`src/hw/rtl/assert_macros.svh`:
```
// Assertion helpers used by the RTL top level.
`ifndef ASSERT_MACROS_SVH
`define ASSERT_MACROS_SVH

// Same-cycle implication, disabled during reset.
`define ASSERT_SAME(label, clk, rst_n, ante, cons) \
  label: assert property (@(posedge clk) disable iff (!(rst_n)) (ante) |-> (cons)) \
    else $error("same-cycle check failed");

// Next-cycle implication, disabled during reset.
`define ASSERT_NEXT(label, clk, rst_n, ante, cons) \
  label: assert property (@(posedge clk) disable iff (!(rst_n)) (ante) |=> (cons)) \
    else $error("next-cycle check failed");

`endif

```
`src/hw/rtl/bdc_pkg.sv`:
```
`default_nettype none
package bdc_pkg;

  localparam int TIME_WIDTH_DEF = 48;
  localparam int CFG_WIDTH      = 24;
  localparam int CFG_IDX_WIDTH  = 2;
  localparam int EVENT_WIDTH    = 3;

  localparam logic                 PRESS_POL_RST  = 1'b0;
  localparam logic [CFG_WIDTH-1:0] DEBOUNCE_RST   = 24'd20000;
  localparam logic [CFG_WIDTH-1:0] LONG_PRESS_RST = 24'd1000000;

  typedef enum logic [CFG_IDX_WIDTH-1:0] {
    CFG_PRESS_POL  = 2'd0,
    CFG_DEBOUNCE   = 2'd1,
    CFG_LONG_PRESS = 2'd2
  } cfg_idx_t;

  typedef enum logic [EVENT_WIDTH-1:0] {
    EV_UNKNOWN  = 3'd0,
    EV_ACTIVE   = 3'd1,
    EV_INACTIVE = 3'd2,
    EV_CLICK    = 3'd3,
    EV_LONG     = 3'd4
  } event_t;

  typedef struct packed {
    logic pressed;
    logic armed;
  } bdc_status_t;

endpackage
`default_nettype wire

```
`src/hw/rtl/bdc_core.sv`:
```
`default_nettype none
module bdc_core #(
  parameter int TIME_WIDTH = bdc_pkg::TIME_WIDTH_DEF
) (
  input  wire logic                           clk,
  input  wire logic                           rst_n,
  input  wire logic                           step,
  input  wire logic                           pin_level,
  input  wire logic [TIME_WIDTH-1:0]          time_now,
  input  wire logic                           press_pol,
  input  wire logic [bdc_pkg::CFG_WIDTH-1:0]  debounce_time,
  input  wire logic [bdc_pkg::CFG_WIDTH-1:0]  long_press_time,
  output bdc_pkg::event_t                     event_code,
  output bdc_pkg::bdc_status_t                status
);

  logic [TIME_WIDTH-1:0] edge_time_r, edge_time_nxt;
  logic                  pressed_r, pressed_nxt;
  logic                  armed_r, armed_nxt;

  logic                  act;
  logic                  later;
  logic [TIME_WIDTH-1:0] elapsed;
  logic                  past_db;
  logic                  past_lp;

  assign act     = (pin_level == press_pol);
  assign later   = (time_now > edge_time_r);
  assign elapsed = time_now - edge_time_r;
  assign past_db = later &&
                   (elapsed > {{(TIME_WIDTH-bdc_pkg::CFG_WIDTH){1'b0}}, debounce_time});
  assign past_lp = later &&
                   (elapsed > {{(TIME_WIDTH-bdc_pkg::CFG_WIDTH){1'b0}}, long_press_time});

  always_comb begin
    edge_time_nxt = edge_time_r;
    pressed_nxt   = pressed_r;
    armed_nxt     = armed_r;
    event_code    = bdc_pkg::EV_UNKNOWN;
    priority if (!pressed_r) begin
      if (act) begin
        edge_time_nxt = time_now;
        pressed_nxt   = 1'b1;
        armed_nxt     = 1'b1;
      end else if (past_db) begin
        event_code = bdc_pkg::EV_INACTIVE;
      end
    end else if (act) begin
      if (armed_r && past_lp) begin
        armed_nxt  = 1'b0;
        event_code = bdc_pkg::EV_LONG;
      end else if (past_db) begin
        event_code = bdc_pkg::EV_ACTIVE;
      end
    end else begin
      if (armed_r && past_db) begin
        event_code = bdc_pkg::EV_CLICK;
      end
      edge_time_nxt = time_now;
      pressed_nxt   = 1'b0;
      armed_nxt     = 1'b1;
    end
  end

  always_ff @(posedge clk) begin
    if (!rst_n) begin
      edge_time_r <= '0;
      pressed_r   <= 1'b0;
      armed_r     <= 1'b0;
    end else if (step) begin
      edge_time_r <= edge_time_nxt;
      pressed_r   <= pressed_nxt;
      armed_r     <= armed_nxt;
    end
  end

  assign status.pressed = pressed_r;
  assign status.armed   = armed_r;

endmodule
`default_nettype wire

```
`src/hw/rtl/button_debounce_click_long_press_top.sv`:
```
// Path: an input transfer is captured in the input register, then its result in the result register.
// Throughput: one scan per cycle while out_ready does not stall the output; each scan yields exactly one event.
// Timing path: one TIME_WIDTH subtract plus two compares against the debounce/hold times, beside a time_now compare.
// Reset: synchronous, active low; edge time and flags clear, config returns to defaults.
`default_nettype none
`include "assert_macros.svh"
module button_debounce_click_long_press_top #(
  parameter int TIME_WIDTH = bdc_pkg::TIME_WIDTH_DEF
) (
  input  wire logic                               clk,
  input  wire logic                               rst_n,
  input  wire logic                               in_valid,
  output      logic                               in_ready,
  input  wire logic                               in_pin_level,
  input  wire logic [TIME_WIDTH-1:0]              in_time_now,
  output      logic                               out_valid,
  input  wire logic                               out_ready,
  output      logic [bdc_pkg::EVENT_WIDTH-1:0]    out_event_code,
  input  wire logic                               cfg_we,
  input  wire logic [bdc_pkg::CFG_IDX_WIDTH-1:0]  cfg_index,
  input  wire logic [bdc_pkg::CFG_WIDTH-1:0]      cfg_wdata
);

  logic                          press_pol_r;
  logic [bdc_pkg::CFG_WIDTH-1:0] debounce_time_r;
  logic [bdc_pkg::CFG_WIDTH-1:0] long_press_time_r;

  logic                          s1_valid_r;
  logic                          s1_level_r;
  logic [TIME_WIDTH-1:0]         s1_time_r;

  logic                          out_valid_r;
  logic [bdc_pkg::EVENT_WIDTH-1:0] out_event_r;

  logic                          advance;
  logic                          fire;
  logic                          in_xfer;
  bdc_pkg::event_t               evt;
  bdc_pkg::bdc_status_t          status;

  always_ff @(posedge clk) begin
    if (!rst_n) begin
      press_pol_r       <= bdc_pkg::PRESS_POL_RST;
      debounce_time_r   <= bdc_pkg::DEBOUNCE_RST;
      long_press_time_r <= bdc_pkg::LONG_PRESS_RST;
    end else if (cfg_we) begin
      unique case (bdc_pkg::cfg_idx_t'(cfg_index))
        bdc_pkg::CFG_PRESS_POL:  press_pol_r       <= cfg_wdata[0];
        bdc_pkg::CFG_DEBOUNCE:   debounce_time_r   <= cfg_wdata;
        bdc_pkg::CFG_LONG_PRESS: long_press_time_r <= cfg_wdata;
        default: ;
      endcase
    end
  end

  assign advance  = !out_valid_r || out_ready;
  assign fire     = s1_valid_r && advance;
  assign in_ready = !s1_valid_r || advance;
  assign in_xfer  = in_valid && in_ready;

  always_ff @(posedge clk) begin
    if (!rst_n) begin
      s1_valid_r <= 1'b0;
    end else if (in_ready) begin
      s1_valid_r <= in_valid;
    end
  end

  always_ff @(posedge clk) begin
    if (in_xfer) begin
      s1_level_r <= in_pin_level;
      s1_time_r  <= in_time_now;
    end
  end

  bdc_core #(
    .TIME_WIDTH(TIME_WIDTH)
  ) u_core (
    .clk             (clk),
    .rst_n           (rst_n),
    .step            (fire),
    .pin_level       (s1_level_r),
    .time_now        (s1_time_r),
    .press_pol       (press_pol_r),
    .debounce_time   (debounce_time_r),
    .long_press_time (long_press_time_r),
    .event_code      (evt),
    .status          (status)
  );

  always_ff @(posedge clk) begin
    if (!rst_n) begin
      out_valid_r <= 1'b0;
    end else if (advance) begin
      out_valid_r <= s1_valid_r;
    end
  end

  always_ff @(posedge clk) begin
    if (fire) begin
      out_event_r <= evt;
    end
  end

  assign out_valid      = out_valid_r;
  assign out_event_code = out_event_r;

  `ASSERT_NEXT(a_fire_gives_result, clk, rst_n, fire, out_valid_r)
  `ASSERT_NEXT(a_long_disarms, clk, rst_n, fire && (evt == bdc_pkg::EV_LONG), !status.armed)
  `ASSERT_NEXT(a_press_arms, clk, rst_n,
    fire && !status.pressed && (s1_level_r == press_pol_r),
    status.pressed && status.armed)
  `ASSERT_SAME(a_result_from_pressed, clk, rst_n,
    fire && ((evt == bdc_pkg::EV_LONG) || (evt == bdc_pkg::EV_CLICK) ||
             (evt == bdc_pkg::EV_ACTIVE)),
    status.pressed)

endmodule
`default_nettype wire
```
`config.mk`:
```
export PLATFORM = sky130hd
export DESIGN_NAME = button_debounce_click_long_press_top
export DESIGN_NICKNAME = d
export VERILOG_FILES = /design/src/hw/rtl/bdc_pkg.sv /design/src/hw/rtl/bdc_core.sv /design/src/hw/rtl/button_debounce_click_long_press_top.sv
export VERILOG_INCLUDE_DIRS = /design/src /design/src/hw/rtl
export SDC_FILE = /design/constraint.sdc
export NUM_CORES = 1
export LEC_CHECK = 0
export BUFFER_PORTS_ARGS = -buffer_cell sky130_fd_sc_hd__buf_4
export CORE_MARGIN = 2
export CORE_UTILIZATION = 30
export DETAILED_ROUTE_END_ITERATION = 12
export GPL_ROUTABILITY_DRIVEN = 0
export HOLD_SLACK_MARGIN = 0.15
export PLACE_DENSITY = 0.45
export RECOVER_POWER = 50
export SYNTH_ARGS = -nofsm -noshare
export SYNTH_HDL_FRONTEND = slang
export SYNTH_SLANG_ARGS = --single-unit
```
`constraint.sdc`:
```
create_clock -name clk -period 5 [get_ports clk]
set_input_delay 1 -clock clk [delete_from_list [all_inputs] [get_ports clk]]
set_output_delay 1 -clock clk [all_outputs]
set_load 0.05 [all_outputs]
```
==> impl_results.md <==
- Critical path class: reg -> reg
- Fillers: 3617
- I/O pins: 85
- Grt total ovfl: 0
- Register share of total power: 37.7%
- Fin cells: 1719
- Die span in x: 188 um
- Crit path capture type: flip-flop
- TritonCTS clock tree: done
- Placed Cells: 1687
- Clock latency on the worst-skew pair: 440 ps
- Post-synth EDFFs: 52
- Minimum clock period: 4570 ps
- Post-CTS Setup Bufs: 0
- Yosys Warn Count: 0
- Top cells by count, synth: 248 x nand2_1, 102 x inv_1, 101 x dfxtp_1
- Internal power: around 2500 uW
- Clk Tree Root Cell: clkbuf_16
- Violations in the final reports: max-capacitance violations, max-slew violations
- Comb power frac: 24.1%
- Yosys top cell area share: between 20% and 30%
- Maximum vdd drop: 0.235 mV
- Pin count of the biggest net entering global routing: 102
- Worst Setup Start Kind: flip-flop
- Hold depth: 2
- Area of the mapped netlist: 10100 um^2
- Clock power share: 38.2%
- Synth top area cells: dfxtp_1 20%, edfxtp_1 15%, ha_1 12%
- TNS Setup: 0 ps
- Area post-placement: 11100 um^2
- WL final: 27700 um
- Pre-Repair DR Iteration Count: 5
- Residual DRC: 0
- Maximum clock path buffer count: 2
- Hold WC Path Type: reg -> reg
- Worst path top cell family by delay: compound AO/OA/AOI/OAI gates
- Maximum capacitance violations: 1
- Final Cycle Share: roughly nine tenths
- Leak: 0.00433 uW
- R2R setup slack: 430 ps
- Measured slew at the worst slew-check pin: approximately 4000 ps
- Crit-path slowest cell: edfxtp_1
- Top-count cell post-synth: nand2_1
- Post-synth cell types: between 70 and 80
- CP Buf/Inv Count: 0
- Via count: 8427
- Fmax: 219 MHz
- Initial Utilization: between 30% and 40%
- PD cells: 312 nW/um^2
- Crit path max fanout: 3
- First-pass GRT wire length: ~45000 um
- Post-layout util: 35.1%
- Sequential fraction of the synthesis area: 35.4%
- Most used DFF post-synth: dfxtp_1
- Worst Reg-to-Reg Cells: 22
- Clk pin slew, worst setup/hold paths: 70 ps
- Worst path max stage delay: 440 ps
- Final setup vio count: 0
- Syn nets: 1391
- Post-DP HPWL: 20800 um
- Vias per inst: slightly below 5
- Register area: 3580 um^2
- Die Height: 188 um
- NetSw: 1130 uW
- Fin nets: about 1400
- Max-slew violations: 102
- Outcome: complete, but fails checks
- Initial drt markers: 418
- Crit-path most repeated cell: a21o_1
- Number of global-route vias before repair: 8047
- Post-CTS Resized: 0
- RSZ-0062 raised after global routing: no
- Initial antenna violation count: 0
- Clock skew: ~12 ps
- Area Growth Syn to Fin: 16.0%
- H-tree depth: 4
- Num CTS Buffers: 17
- Antenna Nets Post-Route: 0
- Synth area leader: dfxtp_1
- Seq cells post-synth: ~150
- Die area: ~35000 um^2
- Routed wire length per instance: 16.1 um
- # diodes: 0
- CTS Sinks: 153
- GRT Total Usage: 16.2%
- Slew headroom: -169%
- CP cell instances: ha_1 -> nor2b_1 -> o2111ai_1 -> nand2_1 -> and2_1 -> o21ai_0 -> nand2b_1 -> a21o_1 -> a21oi_1 -> xnor2_2 -> ha_1 -> a21o_1 -> a21o_1 -> a21oi_1 -> o21ai_0 -> a221oi_2 -> o211ai_1 -> a22oi_1 -> nand4_1 -> nor3_2 -> nor3b_1 -> and2_1
- Final Hold Vio Count: 0
- Critical Path RT: 5210 ps
- Critical Path AT: 4780 ps
- Final instance area: 11700 um^2
- FFs w/ async S/R, synth: 0%
- Levels on crit path: 22
- Syn Area/Cell: 8.34 um^2
- PortBufs: 84
- Layout cell share with drive strength beyond 1: around 12%
- Rows: 67
- Hold Buf Count CTS: 0
- Cells after Synth: 1212
- Core Area: 33400 um^2
- Sw frac: between 30% and 40%
- Multi-input gate area: 5900 um^2
==> worst min-delay path, delay by kind of cell (launching register included) <==
family           cells  cell delay, ps
AO/OA/AOI/OAI        1              60
flip-flops           1             310
AND/OR/NAND/NOR      1              50
==> cell families after synthesis <==
family                   Yosys count  share of synthesized area [%]
buffers and inverters            164                           6.39
AND/OR/NAND/NOR                  435                           20.0
AO/OA/AOI/OAI                    317                           22.0
adder cells (fa/ha/maj)           99                           12.3
XOR/XNOR                          37                           3.21
flip-flops                       153                           35.4
multiplexers                       7                          0.718
==> power by group through the flow <==
stage / Clock [uW] / Combinational, uW / Sequential (uW)
4_1_cts: 1440 / 879 / 1380
3_5_place_dp: 0 / 874 / 1410
3_3_place_gp: 0 / 874 / 1410
5_1_grt: 1500 / 997 / 1390
2_1_floorplan: 0 / 609 / 1400
6_report: 1400 / 882 / 1380
==> metrics by stage <==
step / setup slack [ps] / power (uW) / hold slack, ps
2_1_floorplan: 761 / 2010 / 443
3_3_place_gp: 304 / 2280 / 453
3_5_place_dp: 273 / 2280 / 460
4_1_cts: 273 / 3700 / 468
5_1_grt: 1.35 / 3880 / 489
6_report: 427 / 3660 / 465
==> area by class of cell <==
class	count	share of cell area, %
repair buffers	89	5.67
multi-input cells	895	50.3
inverters	102	3.27
well taps	448	4.78
flip-flops and latches	153	30.6
clock inverters	10	1.06
clock buffers	22	4.32
==> state kept, by name (all words and copies together) (netlist names) <==
name	cells
long_press_time_r	24
debounce_time_r	24
u_core.edge_time_r	48
out_valid	1
s1_level_r	1
u_core.armed_r	1
press_pol_r	1
s1_valid_r	1
u_core.pressed_r	1
out_event_code	3
s1_time_r	48
==> per-layer routing <==
metal	part of all wire, %	vias up	global-route usage [%]
met5	0	-	0
met4	1.3	0	4.48
met3	3.9	22	2.84
met2	42	160	24.0
met1	52	3896	23.9
li1	-	4349	-
==> cell usage in the layout (no fill, tap or decap), types with 9 or more instances in the layout <==
| master | Yosys | final |
|---|---|---|
| a21boi_0 | 86 | 86 |
| a21o_1 | 23 | 23 |
| a21oi_1 | 66 | 66 |
| buf_4 | 0 | 38 |
| clkbuf_16 | 0 | 19 |
| clkbuf_4 | 0 | 50 |
| dfxtp_1 | 101 | 101 |
| edfxtp_1 | 52 | 52 |
| ha_1 | 98 | 97 |
| inv_1 | 102 | 102 |
| nand2_1 | 248 | 248 |
| nand3_1 | 11 | 11 |
| nand4_1 | 36 | 36 |
| nor2_1 | 47 | 46 |
| nor2b_1 | 12 | 12 |
| nor3_1 | 14 | 14 |
| o211ai_1 | 20 | 20 |
| o21a_1 | 10 | 10 |
| o21ai_0 | 32 | 32 |
| o21ai_1 | 10 | 10 |
| or2_2 | 9 | 9 |
| xnor2_1 | 20 | 19 |
| xor2_1 | 17 | 17 |
==> final timing paths <==
kind / from / to
setup / recovery: s1_time_r[1] / out_event_code[2]
hold reg to reg: u_core.edge_time_r[24] / u_core.edge_time_r[24]
setup reg to reg: s1_time_r[1] / out_event_code[2]
hold / removal: u_core.edge_time_r[24] / u_core.edge_time_r[24]
(Power assumes the default switching activity.)
